File: config.mk
export PLATFORM = sky130hd
export DESIGN_NAME = char_lcd_command_sequencer
export DESIGN_NICKNAME = d
export VERILOG_FILES = /design/src/hdl/lcdseq_pkg.sv /design/src/hdl/lcdseq_ctrl.sv /design/src/hdl/lcdseq_dp.sv /design/src/hdl/char_lcd_command_sequencer.sv
export SDC_FILE = /design/constraint.sdc
export NUM_CORES = 1
export LEC_CHECK = 0
export BUFFER_PORTS_ARGS = -buffer_cell sky130_fd_sc_hd__buf_2
export CAP_MARGIN = 20
export CORE_MARGIN = 2
export CORE_UTILIZATION = 45
export CTS_CLUSTER_SIZE = 14
export DETAILED_ROUTE_END_ITERATION = 10
export HOLD_SLACK_MARGIN = 0.05
export PLACE_DENSITY = 0.67
export SYNTH_ARGS = -nofsm -noshare
export SYNTH_HDL_FRONTEND = slang
export SYNTH_SLANG_ARGS = --single-unit
File: constraint.sdc
create_clock -name clk -period 5 [get_ports clk]
set_clock_uncertainty 0.1 [all_clocks]
set_input_delay 0.25 -clock clk [delete_from_list [all_inputs] [get_ports clk]]
set_output_delay 0.25 -clock clk [all_outputs]
set_load 0.03 [all_outputs]
File: src/hdl/lcdseq_pkg.sv
// Package for the character LCD command sequencer.
// Holds the request and transfer types, controller/datapath command types and bus constants.
// No dependencies.
package lcdseq_pkg;

  typedef enum logic [2:0] {
    OP_INIT        = 3'd0,
    OP_CLEAR       = 3'd1,
    OP_CURSOR_OFF  = 3'd2,
    OP_GOTO        = 3'd3,
    OP_PUT_CHAR    = 3'd4,
    OP_BAR_GRAPH   = 3'd5,
    OP_CGRAM_START = 3'd6,
    OP_CGRAM_BYTE  = 3'd7
  } op_t;

  typedef enum logic [1:0] {
    KIND_NIBBLE = 2'd0,
    KIND_CMD    = 2'd1,
    KIND_DATA   = 2'd2
  } kind_t;

  typedef struct packed {
    op_t        operation;
    logic [4:0] column;
    logic [1:0] row;
    logic [7:0] char_code;
    logic [6:0] percent;
    logic [4:0] bar_cells;
  } lcd_req_t;

  typedef struct packed {
    kind_t      transfer_kind;
    logic [7:0] transfer_value;
    logic       last;
  } lcd_xfer_t;

  typedef enum logic [1:0] {
    VSEL_CONST = 2'd0,
    VSEL_GOTO  = 2'd1,
    VSEL_CODE  = 2'd2,
    VSEL_BAR   = 2'd3
  } vsel_t;

  typedef enum logic [2:0] {
    CUR_HOLD  = 3'd0,
    CUR_ZERO  = 3'd1,
    CUR_GOTO  = 3'd2,
    CUR_LINE2 = 3'd3,
    CUR_INC   = 3'd4
  } cur_op_t;

  typedef enum logic [3:0] {
    S_IDLE,
    S_INIT,
    S_CLEAR,
    S_HOME,
    S_OFF,
    S_GOTO,
    S_CHAR,
    S_CHAR_DATA,
    S_BAR_MUL,
    S_BAR_DIV,
    S_BAR_CELL,
    S_BAR_DATA,
    S_CGRAM_START,
    S_CGRAM_BYTE
  } ctrl_state_t;

  typedef struct packed {
    logic       load_req;
    logic       emit;
    kind_t      kind;
    vsel_t      vsel;
    logic [7:0] value;
    logic       last;
    cur_op_t    cur_op;
    logic       bar_mul;
    logic       bar_div;
    logic       bar_step;
  } dp_cmd_t;

  typedef struct packed {
    logic out_free;
    logic at_wrap;
    logic bar_none;
    logic bar_more;
  } dp_status_t;

  localparam logic [7:0] NIB_EIGHT_BIT  = 8'h03;
  localparam logic [7:0] NIB_FOUR_BIT   = 8'h02;
  localparam logic [7:0] CMD_FUNC_SET   = 8'h28;
  localparam logic [7:0] CMD_ENTRY_MODE = 8'h06;
  localparam logic [7:0] CMD_DISP_ON    = 8'h0D;
  localparam logic [7:0] CMD_CLEAR      = 8'h01;
  localparam logic [7:0] CMD_CURSOR_OFF = 8'h0C;
  localparam logic [7:0] CMD_CGRAM_ADDR = 8'h40;
  localparam logic [7:0] CMD_DDRAM_ADDR = 8'h80;
  localparam logic [7:0] DDRAM_LINE2    = 8'h40;
  localparam logic [7:0] CMD_LINE2_HOME = 8'hC0;

  localparam logic [2:0] INIT_LAST_STEP = 3'd6;
  localparam logic [6:0] PERCENT_MAX    = 7'd100;
  localparam logic [4:0] CELLS_MAX      = 5'd16;
  localparam logic [6:0] BAR_FULL       = 7'd5;
  localparam logic [5:0] CURSOR_MAX     = 6'd63;
  localparam logic [7:0] DIV5_RECIP     = 8'd205;

  function automatic kind_t init_kind(input logic [2:0] step);
    kind_t k;
    case (step)
      3'd0, 3'd1, 3'd2, 3'd3: k = KIND_NIBBLE;
      default: k = KIND_CMD;
    endcase
    return k;
  endfunction

  function automatic logic [7:0] init_value(input logic [2:0] step);
    logic [7:0] v;
    case (step)
      3'd0, 3'd1, 3'd2: v = NIB_EIGHT_BIT;
      3'd3: v = NIB_FOUR_BIT;
      3'd4: v = CMD_FUNC_SET;
      3'd5: v = CMD_ENTRY_MODE;
      default: v = CMD_DISP_ON;
    endcase
    return v;
  endfunction

endpackage

File: src/hdl/lcdseq_ctrl.sv
// Controller state machine of the character LCD command sequencer.
// Walks each request through its transfers and drives the datapath commands.
// Depends on lcdseq_pkg.
module lcdseq_ctrl
  import lcdseq_pkg::*;
(
  input  logic       clk,
  input  logic       rst_n,
  input  logic       in_valid,
  input  op_t        in_operation,
  output logic       in_stall,
  input  dp_status_t status_i,
  output dp_cmd_t    cmd_o
);

  ctrl_state_t state_r, state_nxt;
  logic [2:0]  step_r, step_nxt;

  always_ff @(posedge clk) begin
    if (!rst_n) begin
      state_r <= S_IDLE;
      step_r  <= 3'd0;
    end else begin
      state_r <= state_nxt;
      step_r  <= step_nxt;
    end
  end

  assign in_stall = (state_r != S_IDLE);

  always_comb begin
    state_nxt = state_r;
    step_nxt  = step_r;
    case (state_r)
      S_IDLE: begin
        step_nxt = 3'd0;
        if (in_valid) begin
          case (in_operation)
            OP_INIT:        state_nxt = S_INIT;
            OP_CLEAR:       state_nxt = S_CLEAR;
            OP_CURSOR_OFF:  state_nxt = S_OFF;
            OP_GOTO:        state_nxt = S_GOTO;
            OP_PUT_CHAR:    state_nxt = S_CHAR;
            OP_BAR_GRAPH:   state_nxt = S_BAR_MUL;
            OP_CGRAM_START: state_nxt = S_CGRAM_START;
            OP_CGRAM_BYTE:  state_nxt = S_CGRAM_BYTE;
            default:        state_nxt = S_IDLE;
          endcase
        end
      end
      S_INIT: begin
        if (status_i.out_free) begin
          step_nxt = step_r + 3'd1;
          if (step_r == INIT_LAST_STEP) begin
            state_nxt = S_CLEAR;
          end
        end
      end
      S_CLEAR: begin
        if (status_i.out_free) begin
          state_nxt = S_HOME;
        end
      end
      S_HOME, S_OFF, S_GOTO, S_CHAR_DATA, S_CGRAM_START, S_CGRAM_BYTE: begin
        if (status_i.out_free) begin
          state_nxt = S_IDLE;
        end
      end
      S_CHAR: begin
        if (status_i.out_free) begin
          state_nxt = status_i.at_wrap ? S_CHAR_DATA : S_IDLE;
        end
      end
      S_BAR_MUL: state_nxt = S_BAR_DIV;
      S_BAR_DIV: state_nxt = status_i.bar_none ? S_IDLE : S_BAR_CELL;
      S_BAR_CELL: begin
        if (status_i.out_free) begin
          if (status_i.at_wrap) begin
            state_nxt = S_BAR_DATA;
          end else begin
            state_nxt = status_i.bar_more ? S_BAR_CELL : S_IDLE;
          end
        end
      end
      S_BAR_DATA: begin
        if (status_i.out_free) begin
          state_nxt = status_i.bar_more ? S_BAR_CELL : S_IDLE;
        end
      end
      default: state_nxt = S_IDLE;
    endcase
  end

  always_comb begin
    cmd_o.load_req = 1'b0;
    cmd_o.emit     = 1'b0;
    cmd_o.kind     = KIND_CMD;
    cmd_o.vsel     = VSEL_CONST;
    cmd_o.value    = 8'h00;
    cmd_o.last     = 1'b0;
    cmd_o.cur_op   = CUR_HOLD;
    cmd_o.bar_mul  = 1'b0;
    cmd_o.bar_div  = 1'b0;
    cmd_o.bar_step = 1'b0;
    case (state_r)
      S_IDLE: cmd_o.load_req = in_valid;
      S_INIT: begin
        cmd_o.emit  = status_i.out_free;
        cmd_o.kind  = init_kind(step_r);
        cmd_o.value = init_value(step_r);
      end
      S_CLEAR: begin
        cmd_o.emit  = status_i.out_free;
        cmd_o.value = CMD_CLEAR;
      end
      S_HOME: begin
        cmd_o.emit   = status_i.out_free;
        cmd_o.value  = CMD_DDRAM_ADDR;
        cmd_o.last   = 1'b1;
        cmd_o.cur_op = CUR_ZERO;
      end
      S_OFF: begin
        cmd_o.emit  = status_i.out_free;
        cmd_o.value = CMD_CURSOR_OFF;
        cmd_o.last  = 1'b1;
      end
      S_GOTO: begin
        cmd_o.emit   = status_i.out_free;
        cmd_o.vsel   = VSEL_GOTO;
        cmd_o.last   = 1'b1;
        cmd_o.cur_op = CUR_GOTO;
      end
      S_CHAR, S_CHAR_DATA: begin
        cmd_o.emit = status_i.out_free;
        if (state_r == S_CHAR && status_i.at_wrap) begin
          cmd_o.value  = CMD_LINE2_HOME;
          cmd_o.cur_op = CUR_LINE2;
        end else begin
          cmd_o.kind   = KIND_DATA;
          cmd_o.vsel   = VSEL_CODE;
          cmd_o.last   = 1'b1;
          cmd_o.cur_op = CUR_INC;
        end
      end
      S_BAR_MUL: cmd_o.bar_mul = 1'b1;
      S_BAR_DIV: cmd_o.bar_div = 1'b1;
      S_BAR_CELL, S_BAR_DATA: begin
        cmd_o.emit = status_i.out_free;
        if (state_r == S_BAR_CELL && status_i.at_wrap) begin
          cmd_o.value  = CMD_LINE2_HOME;
          cmd_o.cur_op = CUR_LINE2;
        end else begin
          cmd_o.kind     = KIND_DATA;
          cmd_o.vsel     = VSEL_BAR;
          cmd_o.last     = !status_i.bar_more;
          cmd_o.cur_op   = CUR_INC;
          cmd_o.bar_step = status_i.bar_more;
        end
      end
      S_CGRAM_START: begin
        cmd_o.emit  = status_i.out_free;
        cmd_o.value = CMD_CGRAM_ADDR;
        cmd_o.last  = 1'b1;
      end
      S_CGRAM_BYTE: begin
        cmd_o.emit = status_i.out_free;
        cmd_o.kind = KIND_DATA;
        cmd_o.vsel = VSEL_CODE;
        cmd_o.last = 1'b1;
      end
      default: cmd_o.emit = 1'b0;
    endcase
  end

  // A transfer is never issued while the controller is idle.
  a_no_emit_idle: assert property (@(posedge clk) disable iff (!rst_n)
    (state_r == S_IDLE) |-> !cmd_o.emit)
    else $error("transfer issued while idle");

  // The final transfer of a request returns the controller to idle.
  a_last_ends: assert property (@(posedge clk) disable iff (!rst_n)
    (cmd_o.emit && cmd_o.last) |=> (state_r == S_IDLE))
    else $error("controller busy after final transfer");

  // A transfer is only issued when the output register can take it.
  a_emit_free: assert property (@(posedge clk) disable iff (!rst_n)
    cmd_o.emit |-> status_i.out_free)
    else $error("transfer issued into a full output register");

endmodule

File: src/hdl/lcdseq_dp.sv
// Datapath of the character LCD command sequencer.
// Holds the request, cursor position, bar graph arithmetic and the output register.
// Depends on lcdseq_pkg.
module lcdseq_dp
  import lcdseq_pkg::*;
#(
  parameter int LINE_CHARS = 16
) (
  input  logic       clk,
  input  logic       rst_n,
  input  lcd_req_t   in_data,
  input  dp_cmd_t    cmd_i,
  output dp_status_t status_o,
  input  logic       out_stall,
  output logic       out_valid,
  output lcd_xfer_t  out_data
);

  localparam logic [5:0] LINE_LEN = 6'(LINE_CHARS);

  lcd_req_t    req_r;
  logic [5:0]  cursor_r, cursor_nxt;
  logic [10:0] prod_r;
  logic [6:0]  v_r;
  logic [4:0]  cells_left_r;
  logic        out_valid_r;
  lcd_xfer_t   out_data_r;

  logic        out_free;
  logic [5:0]  col6, col_c6, goto_x;
  logic        bottom;
  logic [7:0]  goto_value;
  logic [6:0]  goto_pos;
  logic [5:0]  goto_cursor;
  logic [5:0]  cursor_inc;
  logic [6:0]  pct_c;
  logic [4:0]  cells_c;
  logic [16:0] recip_prod;
  logic [7:0]  bar_value;
  logic        bar_more;
  logic [7:0]  xfer_value;

  assign out_free = !out_valid_r || !out_stall;

  assign col6   = {1'b0, req_r.column};
  assign col_c6 = (col6 == 6'd0) ? 6'd1 : ((col6 > LINE_LEN) ? LINE_LEN : col6);
  assign goto_x = col_c6 - 6'd1;
  assign bottom = (req_r.row != 2'd1);
  assign goto_value = CMD_DDRAM_ADDR | (bottom ? DDRAM_LINE2 : 8'h00) | {2'b00, goto_x};
  assign goto_pos = (bottom ? {1'b0, LINE_LEN} : 7'd0) + {1'b0, goto_x};
  assign goto_cursor = (goto_pos > {1'b0, CURSOR_MAX}) ? CURSOR_MAX : goto_pos[5:0];
  assign cursor_inc = (cursor_r == CURSOR_MAX) ? CURSOR_MAX : cursor_r + 6'd1;

  assign pct_c      = (req_r.percent > PERCENT_MAX) ? PERCENT_MAX : req_r.percent;
  assign cells_c    = (req_r.bar_cells > CELLS_MAX) ? CELLS_MAX : req_r.bar_cells;
  // Dividing the product by 20 is a shift by two and a reciprocal multiply for the 5.
  assign recip_prod = 17'(prod_r[10:2]) * 17'(DIV5_RECIP);
  assign bar_more   = (v_r > BAR_FULL) && (cells_left_r > 5'd1);
  assign bar_value  = (v_r > BAR_FULL) ? {1'b0, BAR_FULL} : {1'b0, v_r};

  always_comb begin
    case (cmd_i.vsel)
      VSEL_CONST: xfer_value = cmd_i.value;
      VSEL_GOTO:  xfer_value = goto_value;
      VSEL_CODE:  xfer_value = req_r.char_code;
      VSEL_BAR:   xfer_value = bar_value;
      default:    xfer_value = cmd_i.value;
    endcase
  end

  always_comb begin
    cursor_nxt = cursor_r;
    if (cmd_i.emit) begin
      case (cmd_i.cur_op)
        CUR_HOLD:  cursor_nxt = cursor_r;
        CUR_ZERO:  cursor_nxt = 6'd0;
        CUR_GOTO:  cursor_nxt = goto_cursor;
        CUR_LINE2: cursor_nxt = LINE_LEN;
        CUR_INC:   cursor_nxt = cursor_inc;
        default:   cursor_nxt = cursor_r;
      endcase
    end
  end

  always_ff @(posedge clk) begin
    if (!rst_n) begin
      cursor_r     <= 6'd0;
      out_valid_r  <= 1'b0;
      v_r          <= 7'd0;
      cells_left_r <= 5'd0;
    end else begin
      cursor_r <= cursor_nxt;
      if (cmd_i.emit) begin
        out_valid_r <= 1'b1;
      end else if (!out_stall) begin
        out_valid_r <= 1'b0;
      end
      if (cmd_i.bar_mul) begin
        cells_left_r <= cells_c;
      end else if (cmd_i.emit && cmd_i.bar_step) begin
        cells_left_r <= cells_left_r - 5'd1;
      end
      if (cmd_i.bar_div) begin
        v_r <= recip_prod[16:10];
      end else if (cmd_i.emit && cmd_i.bar_step) begin
        v_r <= v_r - BAR_FULL;
      end
    end
  end

  always_ff @(posedge clk) begin
    if (cmd_i.load_req) begin
      req_r <= in_data;
    end
    if (cmd_i.bar_mul) begin
      prod_r <= 11'(pct_c) * 11'(cells_c);
    end
    if (cmd_i.emit) begin
      out_data_r.transfer_kind  <= cmd_i.kind;
      out_data_r.transfer_value <= xfer_value;
      out_data_r.last           <= cmd_i.last;
    end
  end

  assign status_o.out_free = out_free;
  assign status_o.at_wrap  = (cursor_r == LINE_LEN);
  assign status_o.bar_none = (cells_left_r == 5'd0);
  assign status_o.bar_more = bar_more;

  assign out_valid = out_valid_r;
  assign out_data  = out_data_r;

  // A line wrap always leaves the cursor at the start of the second line.
  a_wrap_cursor: assert property (@(posedge clk) disable iff (!rst_n)
    (cmd_i.emit && cmd_i.cur_op == CUR_LINE2) |=> (cursor_r == LINE_LEN))
    else $error("cursor not at second line after wrap");

  // The bar graph never spans more than sixteen cells.
  a_cells_range: assert property (@(posedge clk) disable iff (!rst_n)
    cells_left_r <= CELLS_MAX)
    else $error("bar cell count out of range");

  // A bar step only happens while more cells remain and the level exceeds a full cell.
  a_bar_step: assert property (@(posedge clk) disable iff (!rst_n)
    (cmd_i.emit && cmd_i.bar_step) |-> (v_r > BAR_FULL && cells_left_r > 5'd1))
    else $error("bar step without remaining level");

endmodule

File: src/hdl/char_lcd_command_sequencer.sv
// Top level of the two-line character LCD command sequencer (4-bit bus).
// Joins the controller (lcdseq_ctrl) and the datapath (lcdseq_dp); uses lcdseq_pkg.
//
//   Channel | Ports                            | Payload
//   --------+----------------------------------+-----------------------------
//   request | in_valid, in_stall, in_data      | lcd_req_t (one request)
//   bus     | out_valid, out_stall, out_data   | lcd_xfer_t (one transfer)
//
// A request is taken only while the controller is idle and then emits one transfer per
// cycle through the output register while the bus channel does not stall it.
// A bar graph request first passes through a multiply state and a divide-by-20 state.
// Reset clears the cursor position to zero and returns the controller to idle.
// A stall on the bus channel holds the controller in place until the transaction completes.
module char_lcd_command_sequencer
  import lcdseq_pkg::*;
#(
  parameter int LINE_CHARS = 16
) (
  input  logic      clk,
  input  logic      rst_n,
  input  logic      in_valid,
  output logic      in_stall,
  input  lcd_req_t  in_data,
  output logic      out_valid,
  input  logic      out_stall,
  output lcd_xfer_t out_data
);

  dp_cmd_t    cmd;
  dp_status_t status;

  lcdseq_ctrl u_ctrl (
    .clk          (clk),
    .rst_n        (rst_n),
    .in_valid     (in_valid),
    .in_operation (in_data.operation),
    .in_stall     (in_stall),
    .status_i     (status),
    .cmd_o        (cmd)
  );

  lcdseq_dp #(
    .LINE_CHARS (LINE_CHARS)
  ) u_dp (
    .clk       (clk),
    .rst_n     (rst_n),
    .in_data   (in_data),
    .cmd_i     (cmd),
    .status_o  (status),
    .out_stall (out_stall),
    .out_valid (out_valid),
    .out_data  (out_data)
  );

endmodule

==> flow_metrics.env, run 1 <==
export IMPL_status="finished clean"
export IMPL_synth_edf_count=47
export IMPL_post_cts_buffers=0
export IMPL_critPathLaunchType="flip-flop"
export IMPL_grt_pass1_vias=4681
export IMPL_hp_class="in2reg"
export IMPL_ys_ff_latch=73
export IMPL_synth_distinct_cells=71
export IMPL_fmax_mhz=223.1
export IMPL_htreeDepth=3
export IMPL_antenna_cells=0
export IMPL_relSlewSlack_pct=42.17
export IMPL_wl_per_cell_um=14.51
export IMPL_cap_violations=0
export IMPL_numCtsBuffers=9
export IMPL_dp_cells=847
export IMPL_syn_area_per_cell_um2=9.542
export IMPL_hold_ws_ns=0.1719
export IMPL_drt_iter0_markers=244
export IMPL_dr_pass1_iters=5
export IMPL_synth_seq_area_share_pct=31.78
export IMPL_grt_antenna_before_repair=0
export IMPL_track_usage_pct=19.00
export IMPL_syn_nets=782
export IMPL_syn2layout_area_growth_pct=16.28
export IMPL_synthArstFlopShare_pct=0
export IMPL_endpoint_kind="flip-flop"
export IMPL_cts_resized=0
export IMPL_place_hpwl_um=10080
export IMPL_stdcell_count=890
export IMPL_io_pins=47
export IMPL_finalHoldViolCount=0
export IMPL_clk_path_buf_depth=2
export IMPL_vias=4681
export IMPL_path_buf_inv=2
export IMPL_core_um2=13240
export IMPL_rows=42
export IMPL_place_congestion=0.8670
export IMPL_synth_ff_type="edfxtp_1"
export IMPL_period_share_pct=89.63
export IMPL_path_delay_family="adder cells"
export IMPL_nets=854
export IMPL_overflow=0
export IMPL_grt_max_degree=29
export IMPL_tritoncts="done"
export IMPL_route_detailed_drc=0
export IMPL_via_per_inst=5.260
export IMPL_layout_drive_gt1_share_pct=11.48
export IMPL_clkSinkCount=73
export IMPL_syn_area_um2=6078
export IMPL_drt_wl_total_um=12910
export IMPL_clk_latency_ns=0.34
export IMPL_final_core_util_pct=53.37
export IMPL_final_area_um2=7068
export IMPL_clockRootBuffer="clkbuf_16"
export IMPL_cp_common_cell="fa_1"
export IMPL_grt_pass1_wl_um=22000
export IMPL_synth_top_area_share_pct=23.22
export IMPL_crit_arrival_ns=4.45
export IMPL_required_ns=4.97
export IMPL_clk_pin_slew_ns=0.06
export IMPL_peakVddDrop_v=0.0003603
export IMPL_synth_top_area_cell="edfxtp_1"
export IMPL_slowest_stage="fa_1"
export IMPL_start_util_pct=45.90
export IMPL_slew_violations=0
export IMPL_chipHeight_um=120.2
export IMPL_finalSetupTns_ns=0
export IMPL_port_buffer_count=46
export IMPL_fin_crit_ns=4.481
export IMPL_cp_slowest_stage_delay_ns=0.54
export IMPL_placed_cell_area_um2=6475
export IMPL_cp_max_fo=6
export IMPL_synthTopCellsByArea="edfxtp_1 23%, ha_1 17%, fa_1 9.2%"
export IMPL_synth_warnings=0
export IMPL_setup_viol=0
export IMPL_synth_cells=637
export IMPL_die_width_um=120.2
export IMPL_antenna_left=0
export IMPL_p_per_area_nw_per_um2=576.3
export IMPL_crit_chain="nand2_1, a21oi_1, nand2b_1, inv_1, nand2_1, fa_1, fa_1, fa_1, inv_1, ha_1, a21o_1, a21oi_1, o21ai_0, o41ai_1, xnor2_1"
export IMPL_rsz0062_at_grt="no"
export IMPL_die_area_um2=14450
export IMPL_critPathKind="reg2reg"
export IMPL_tightest_slew_ns=0.8663
export IMPL_p_leak_nw=3.185
==> metrics by stage <==
stage | total power (W) | setup WS, ns
2_1_floorplan | 0.002798 | 0.8561
3_3_place_gp | 0.003288 | 0.6940
3_5_place_dp | 0.003352 | 0.5644
4_1_cts | 0.004091 | 0.5253
5_1_grt | 0.004446 | 0.2333
6_report | 0.004073 | 0.5186
==> registers in the layout, summed over array words and instances, names as in the netlist <==
register / count
u_dp.req_r: 22
u_dp.out_data: 11
u_dp.prod_r: 9
u_dp.v_r: 7
u_dp.cursor_r: 6
u_dp.cells_left_r: 5
u_dp.col6: 5
u_ctrl.state_r: 4
u_ctrl.step_r: 3
u_dp.out_valid: 1
==> where the power goes <==
| part | switching (W) | total [W] | internal, W |
|---|---|---|---|
| Combinational | 0.00139 | 0.00237 | 0.000976 |
| Sequential | 0.000153 | 0.00102 | 0.000866 |
| Clock | 0.000238 | 0.000687 | 0.000449 |
==> worst register-to-register path, stage by stage, from the launching register on <==
cell,delay [ns]
edfxtp_1,0.42
nand2_1,0.13
a21oi_1,0.32
nand2b_1,0.23
inv_1,0.06
nand2_1,0.09
fa_1,0.42
fa_1,0.51
fa_1,0.54
inv_1,0.04
ha_1,0.32
a21o_1,0.19
a21oi_1,0.22
o21ai_0,0.15
o41ai_1,0.33
xnor2_1,0.13
==> per-layer routing <==
layer / vias up / part of all wire [%] / track usage, %
li1: 2363 / - / -
met4: 0 / 1.8 / 6.904
met1: 2200 / 50 / 26.36
met5: - / 0 / 0
met2: 99 / 45 / 30.47
met3: 19 / 3.1 / 2.594
==> synthesized netlist by cell type (7+ instances only) <==
| master | instances |
|---|---|
| nand2_1 | 56 |
| xnor2_1 | 23 |
| nor2_1 | 55 |
| o21ai_0 | 22 |
| nand2b_1 | 15 |
| nor3_1 | 10 |
| dfxtp_1 | 26 |
| o21ai_1 | 9 |
| nor2b_1 | 14 |
| inv_1 | 75 |
| o22ai_1 | 7 |
| and2_1 | 9 |
| nand3_1 | 9 |
| fa_1 | 28 |
| edfxtp_1 | 47 |
| clkbuf_1 | 8 |
| a21oi_1 | 34 |
| ha_1 | 83 |
==> logic make-up after synthesis <==
group | synth area share [%]
other | 0.06169
adder cells (fa/ha/maj) | 26.31
buffers and inverters | 6.237
multiplexers | 0.4941
AO/OA/AOI/OAI | 14.22
flip-flops | 31.78
XOR/XNOR | 4.034
AND/OR/NAND/NOR | 16.86
==> placed cells by master, fill, tap and decap left out, drive strengths merged, types with 7 or more instances in the layout <==
cell,synthesis,routed
ha,83,83
fa,28,28
nor3,11,11
nor2,55,55
dlygate4sd3,0,27
o21ai,32,32
nand2b,15,15
and2,9,9
o22ai,7,7
edfxtp,47,47
a21oi,35,35
inv,76,76
nand3,9,9
clkbuf,8,11
nor2b,14,14
nand2,56,56
dfxtp,26,26
buf,8,50
xnor2,23,23
==> worst paths after layout <==
path,cells after the start,endpoint,startpoint,slack (ns)
setup / recovery,15,u_dp.prod_r[10],u_dp.req_r[11],0.52
hold / removal,2,u_dp.out_data[1],out_stall,0.17
setup reg to reg,15,u_dp.prod_r[10],u_dp.req_r[11],0.52
hold reg to reg,2,u_dp.cursor_r[1],u_dp.cursor_r[1],0.41
==> cell type report <==
type	instances	area (µm²)
multi-input combinational	472	3770
sequential	73	1932
timing repair buffer	77	538.0
inverter	76	285.3
clock inverter	5	80.08
clock buffer	11	242.7
fill	1204	6175
tap	176	220.2
==> what timing repair did <==
action | CTS | global route
endpoints found under the hold margin | 27 | 0
hold buffers | 27 | 0
setup endpoints to repair | 0 | 0
No activity file was read; power rests on OpenSTA's default activity.
==> run 2: changes to the inputs <==
--- a/config.mk
+++ b/config.mk
@@ -15,4 +15,5 @@
 export PLACE_DENSITY = 0.67
 export SYNTH_ARGS = -nofsm -noshare
 export SYNTH_HDL_FRONTEND = slang
+export SYNTH_HIERARCHICAL = 1
 export SYNTH_SLANG_ARGS = --single-unit
==> flow_metrics.env, run 2 <==
export IMPL_synth_distinct_cells=66
export IMPL_fill_cells=1249
export IMPL_place_congestion=0.9311
export IMPL_regMostFlops="u_dp/req_r"
export IMPL_core_um2=13720
export IMPL_antenna_cells=0
export IMPL_vias=4806
export IMPL_ff2ff_path_depth=13
export IMPL_clkSinkCount=73
export IMPL_synth_common_cells="83 x ha_1, 82 x inv_1, 62 x nor2_1"
export IMPL_syn_nets=805
export IMPL_pre_cts_slack_ns=0.7139
export IMPL_placed_cell_area_um2=6623
export IMPL_relSlewSlack_pct=31.88
export IMPL_fin_ws_ns=0.6840
export IMPL_r2r_start="u_dp/req_r[8]"
export IMPL_required_ns=4.98
export IMPL_status="finished clean"
export IMPL_synth_warnings=6
export IMPL_drt_wl_total_um=12670
export IMPL_grt_pass1_wl_um=21490
export IMPL_synthTopCellsByArea="edfxtp_1 23%, ha_1 17%, fa_1 9.0%"
export IMPL_die_width_um=121.7
export IMPL_layout_drive_gt1_share_pct=11.90
export IMPL_tightest_slew_ns=1.021
export IMPL_cp_max_fo=5
export IMPL_clockRootBuffer="clkbuf_16"
export IMPL_place_hpwl_um=9891
export IMPL_grt_pass1_vias=4749
export IMPL_clk_pin_slew_ns=0.06
export IMPL_tritoncts="done"
export IMPL_grt_antenna_before_repair=0
export IMPL_period_share_pct=86.32
export IMPL_syn_area_um2=6238
export IMPL_clk_path_buf_depth=2
export IMPL_io_pins=47
export IMPL_endpoint_kind="flip-flop"
export IMPL_finalSetupTns_ns=0
export IMPL_synth_ff_type="edfxtp_1"
export IMPL_dr_pass1_iters=5
export IMPL_final_area_um2=7206
export IMPL_cap_violations=0
export IMPL_htreeDepth=3
export IMPL_chipHeight_um=121.7
export IMPL_crit_arrival_ns=4.29
export IMPL_synth_seq_area_share_pct=30.97
export IMPL_ys_ff_latch=73
export IMPL_route_detailed_drc=0
export IMPL_numCtsBuffers=9
export IMPL_fmax_mhz=231.7
export IMPL_clk_latency_ns=0.34
export IMPL_critPathLaunchType="flip-flop"
export IMPL_rows=43
export IMPL_synth_top_area_share_pct=22.62
export IMPL_antenna_left=0
export IMPL_finalHoldViolCount=0
export IMPL_wl_per_cell_um=13.91
export IMPL_hold_end="u_dp/out_valid"
export IMPL_syn_area_per_cell_um2=9.452
export IMPL_die_area_um2=14820
export IMPL_layout_common_cells="83 x ha_1, 82 x inv_1, 61 x nor2_1, 48 x nand2_1, 47 x edfxtp_1"
export IMPL_via_per_inst=5.276
export IMPL_setup_viol=0
export IMPL_worstHoldPathCells=3
export IMPL_grt_max_degree=26
export IMPL_track_usage_pct=18.01
export IMPL_synth_edf_count=47
export IMPL_port_buffer_count=46
export IMPL_drt_iter0_markers=195
export IMPL_mostFrequentLayoutCell="ha_1"
export IMPL_start_util_pct=45.47
export IMPL_synth_cells=660
export IMPL_overflow=0
export IMPL_post_synth_top_count_cell="ha_1"
export IMPL_rsz0062_at_grt="no"
export IMPL_r2r_end="u_dp/prod_r[8]"
export IMPL_critPathKind="reg2reg"
export IMPL_fin_crit_ns=4.316
export IMPL_slew_violations=0
export IMPL_synth_top_area_cell="edfxtp_1"
export IMPL_r2r_slack_ns=0.68
export IMPL_synthArstFlopShare_pct=0
export IMPL_nets=871
export IMPL_min_delay_start="out_stall"
export IMPL_hold_ws_ns=0.07451
export IMPL_syn2layout_area_growth_pct=15.50
export IMPL_largest_register_ffs=22
export IMPL_hp_class="in2reg"
## run 2: final cells by class
| type | instances | area, µm² | share of cell area (%) |
|---|---|---|---|
| flip-flops and latches | 73 | 1932 | 26.81 |
| clock buffers | 10 | 229.0 | 3.178 |
| inverters | 83 | 311.5 | 4.324 |
| multi-input cells | 483 | 3901 | 54.14 |
| clock inverters | 6 | 83.83 | 1.163 |
| well taps | 180 | 225.2 | 3.126 |
| repair buffers | 76 | 523.0 | 7.258 |
## run 2: kinds of logic (layout without fill, tap and decap cells)
group / count (synthesis) / in the layout / share of synthesized area [%]
AO/OA/AOI/OAI: 126 / 126 / 13.88
buffers and inverters: 104 / 175 / 6.739
AND/OR/NAND/NOR: 204 / 204 / 16.27
flip-flops: 73 / 73 / 30.97
multiplexers: 9 / 9 / 2.046
adder cells (fa/ha/maj): 111 / 111 / 25.63
XOR/XNOR: 31 / 31 / 4.352
other: 2 / 2 / 0.1204
## run 2: repair_timing
| item | in CTS | in global routing |
|---|---|---|
| gates resized for setup | 0 | 0 |
| buffers inserted | 0 | 0 |
| hold buffers | 27 | 0 |
| hold endpoints to repair | 27 | 0 |
## run 2: worst max-delay path: stages (launching register included)
cell	delay (ns)
edfxtp_1	0.46
o311ai_2	0.45
nand3_1	0.17
fa_1	0.52
fa_1	0.51
fa_1	0.54
inv_1	0.05
ha_1	0.32
nor2b_1	0.19
o21ai_1	0.09
a21boi_0	0.29
o21ai_1	0.11
nor2b_1	0.15
xnor2_1	0.12
## run 2: routing by layer
layer	global-route usage (%)	routed length, µm	vias to the layer above
li1	-	-	2407
met1	24.09	5898	2299
met2	29.64	6246	86
met3	2.762	328	14
met4	6.537	199	0
met5	0	0	-
## run 2: worst max-delay path by stage
| stage | start | end | slack [ns] | depth (start not counted) |
|---|---|---|---|---|
| 2_1_floorplan | u_dp/req_r[8] | u_dp/prod_r[8] | 1.02 | 13 |
| 3_3_place_gp | u_dp/req_r[8] | u_dp/prod_r[8] | 0.90 | 13 |
| 3_5_place_dp | u_dp/req_r[8] | u_dp/prod_r[8] | 0.71 | 13 |
| 4_1_cts | u_dp/req_r[8] | u_dp/prod_r[8] | 0.68 | 13 |
| 5_1_grt | u_dp/req_r[8] | u_dp/prod_r[10] | 0.42 | 13 |
| 6_report | u_dp/req_r[8] | u_dp/prod_r[8] | 0.68 | 13 |
## run 2: stage by stage
| stage | util, % | instances |
|---|---|---|
| floorplan | - | 660 |
| global placement | 48.27 | 868 |
| detailed placement | 48.27 | 868 |
| CTS | 52.52 | 911 |
| global route | 52.52 | 911 |
| finish | 52.52 | 911 |
Power of run 2 is left out: the tool's default activity adds up to more than one toggle a clock period on the data nets, which glitch-free logic cannot reach.
==> run 3: changes to the inputs <==
--- a/config.mk
+++ b/config.mk
@@ -13,6 +13,7 @@
 export DETAILED_ROUTE_END_ITERATION = 10
 export HOLD_SLACK_MARGIN = 0.05
 export PLACE_DENSITY = 0.67
+export REMOVE_ABC_BUFFERS = 1
 export SYNTH_ARGS = -nofsm -noshare
 export SYNTH_HDL_FRONTEND = slang
 export SYNTH_HIERARCHICAL = 1
==> flow_metrics.env, run 3 (synthesis gave the netlist of run 2 again) <==
export IMPL_status="finished clean"
export IMPL_drt_iter0_markers=263
export IMPL_hold_end="u_dp/out_valid"
export IMPL_clk_path_buf_depth=2
export IMPL_wl_per_cell_um=14.11
export IMPL_rows=43
export IMPL_dr_pass1_iters=4
export IMPL_route_detailed_drc=0
export IMPL_layout_common_cells="83 x ha_1, 82 x inv_1, 61 x nor2_1, 48 x nand2_1, 47 x edfxtp_1"
export IMPL_port_buffer_count=46
export IMPL_antenna_cells=0
export IMPL_grt_antenna_before_repair=0
export IMPL_endpoint_kind="flip-flop"
export IMPL_cp_max_fo=5
export IMPL_clk_latency_ns=0.34
export IMPL_tightest_slew_ns=1.067
export IMPL_via_per_inst=5.295
export IMPL_required_ns=4.96
export IMPL_htreeDepth=3
export IMPL_mostFrequentLayoutCell="ha_1"
export IMPL_ff2ff_path_depth=11
export IMPL_period_share_pct=85.30
export IMPL_crit_arrival_ns=4.23
export IMPL_chipHeight_um=121.7
export IMPL_layout_drive_gt1_share_pct=12.01
export IMPL_critPathLaunchType="flip-flop"
export IMPL_antenna_left=0
export IMPL_grt_max_degree=26
export IMPL_numCtsBuffers=9
export IMPL_setup_viol=0
export IMPL_drt_wl_total_um=12890
export IMPL_fmax_mhz=234.5
export IMPL_worstHoldPathCells=3
export IMPL_largest_register_ffs=22
export IMPL_r2r_end="u_dp/prod_r[9]"
export IMPL_nets=873
export IMPL_grt_pass1_wl_um=22180
export IMPL_core_um2=13720
export IMPL_tritoncts="done"
export IMPL_r2r_slack_ns=0.74
export IMPL_io_pins=47
export IMPL_slew_violations=0
export IMPL_relSlewSlack_pct=28.85
export IMPL_clockRootBuffer="clkbuf_16"
export IMPL_regMostFlops="u_dp/req_r"
export IMPL_r2r_start="u_dp/req_r[8]"
export IMPL_place_congestion=0.9161
export IMPL_critPathKind="reg2reg"
export IMPL_die_area_um2=14820
export IMPL_clk_pin_slew_ns=0.06
export IMPL_finalSetupTns_ns=0
export IMPL_clkSinkCount=73
export IMPL_track_usage_pct=18.59
export IMPL_syn2layout_area_growth_pct=15.86
export IMPL_vias=4834
export IMPL_finalHoldViolCount=0
export IMPL_rsz0062_at_grt="no"
export IMPL_cap_violations=0
export IMPL_place_hpwl_um=9915
export IMPL_die_width_um=121.7
export IMPL_start_util_pct=45.47
export IMPL_grt_pass1_vias=4888
export IMPL_min_delay_start="out_stall"
export IMPL_fin_crit_ns=4.265
export IMPL_hp_class="in2reg"
export IMPL_overflow=0
==> run 3: worst max path at each step <==
stage	from	end	slack, ns	cells after the start
after CTS	u_dp/req_r[8]	u_dp/prod_r[9]	0.75	11
after floorplan	u_dp/req_r[8]	u_dp/prod_r[8]	1.02	13
after detailed placement	u_dp/req_r[8]	u_dp/prod_r[9]	0.77	11
after global routing	u_dp/req_r[8]	u_dp/prod_r[9]	0.45	11
final	u_dp/req_r[8]	u_dp/prod_r[9]	0.74	11
after global placement	u_dp/req_r[8]	u_dp/prod_r[8]	0.90	13
==> run 3: worst max-delay path, stage by stage (launching register included) <==
cell	delay [ns]
edfxtp_1	0.46
o311ai_2	0.43
nand3_1	0.17
fa_1	0.53
fa_1	0.52
fa_1	0.54
inv_1	0.04
ha_1	0.33
a21oi_1	0.25
o21ai_1	0.13
o41ai_1	0.37
xnor2_1	0.13
==> run 3: layout make-up <==
cell class / instances / area, µm²
Clock buffer: 11 / 232.7
Timing Repair Buffer: 78 / 545.5
Clock inverter: 5 / 80.08
Fill cell: 1192 / 6491
Inverter: 83 / 311.5
Sequential cell: 73 / 1932
Multi-Input combinational cell: 483 / 3901
Tap cell: 180 / 225.2
==> run 3: stage by stage <==
stage | std cells | hold WS [ns] | util (%) | setup slack [ns] | instance area [µm²]
floorplan | 639 | 0.2489 | - | 1.022 | 6130
global placement | 869 | 0.3266 | 48.33 | 0.8992 | 6630
detailed placement | 870 | 0.3281 | 48.44 | 0.7710 | 6645
CTS | 913 | 0.06740 | 52.69 | 0.7490 | 7228
global route | 913 | 0.08316 | 52.69 | 0.4467 | 7228
finish | 913 | 0.07602 | 52.69 | 0.7352 | 7228
==> run 3: routing by layer <==
layer,up-vias,part of all wire (%),global-route usage (%)
li1,2413,-,-
met1,2316,47,24.73
met2,87,49,30.87
met3,18,3.0,2.762
met4,0,1.7,6.681
met5,-,0,0
==> run 3: repair_timing <==
item	4_1_cts	5_1_grt
hold endpoints to repair	27	0
setup buffers	0	0
gates resized for setup	0	0
hold buffers	27	0
Power of run 3 is left out for the same reason.
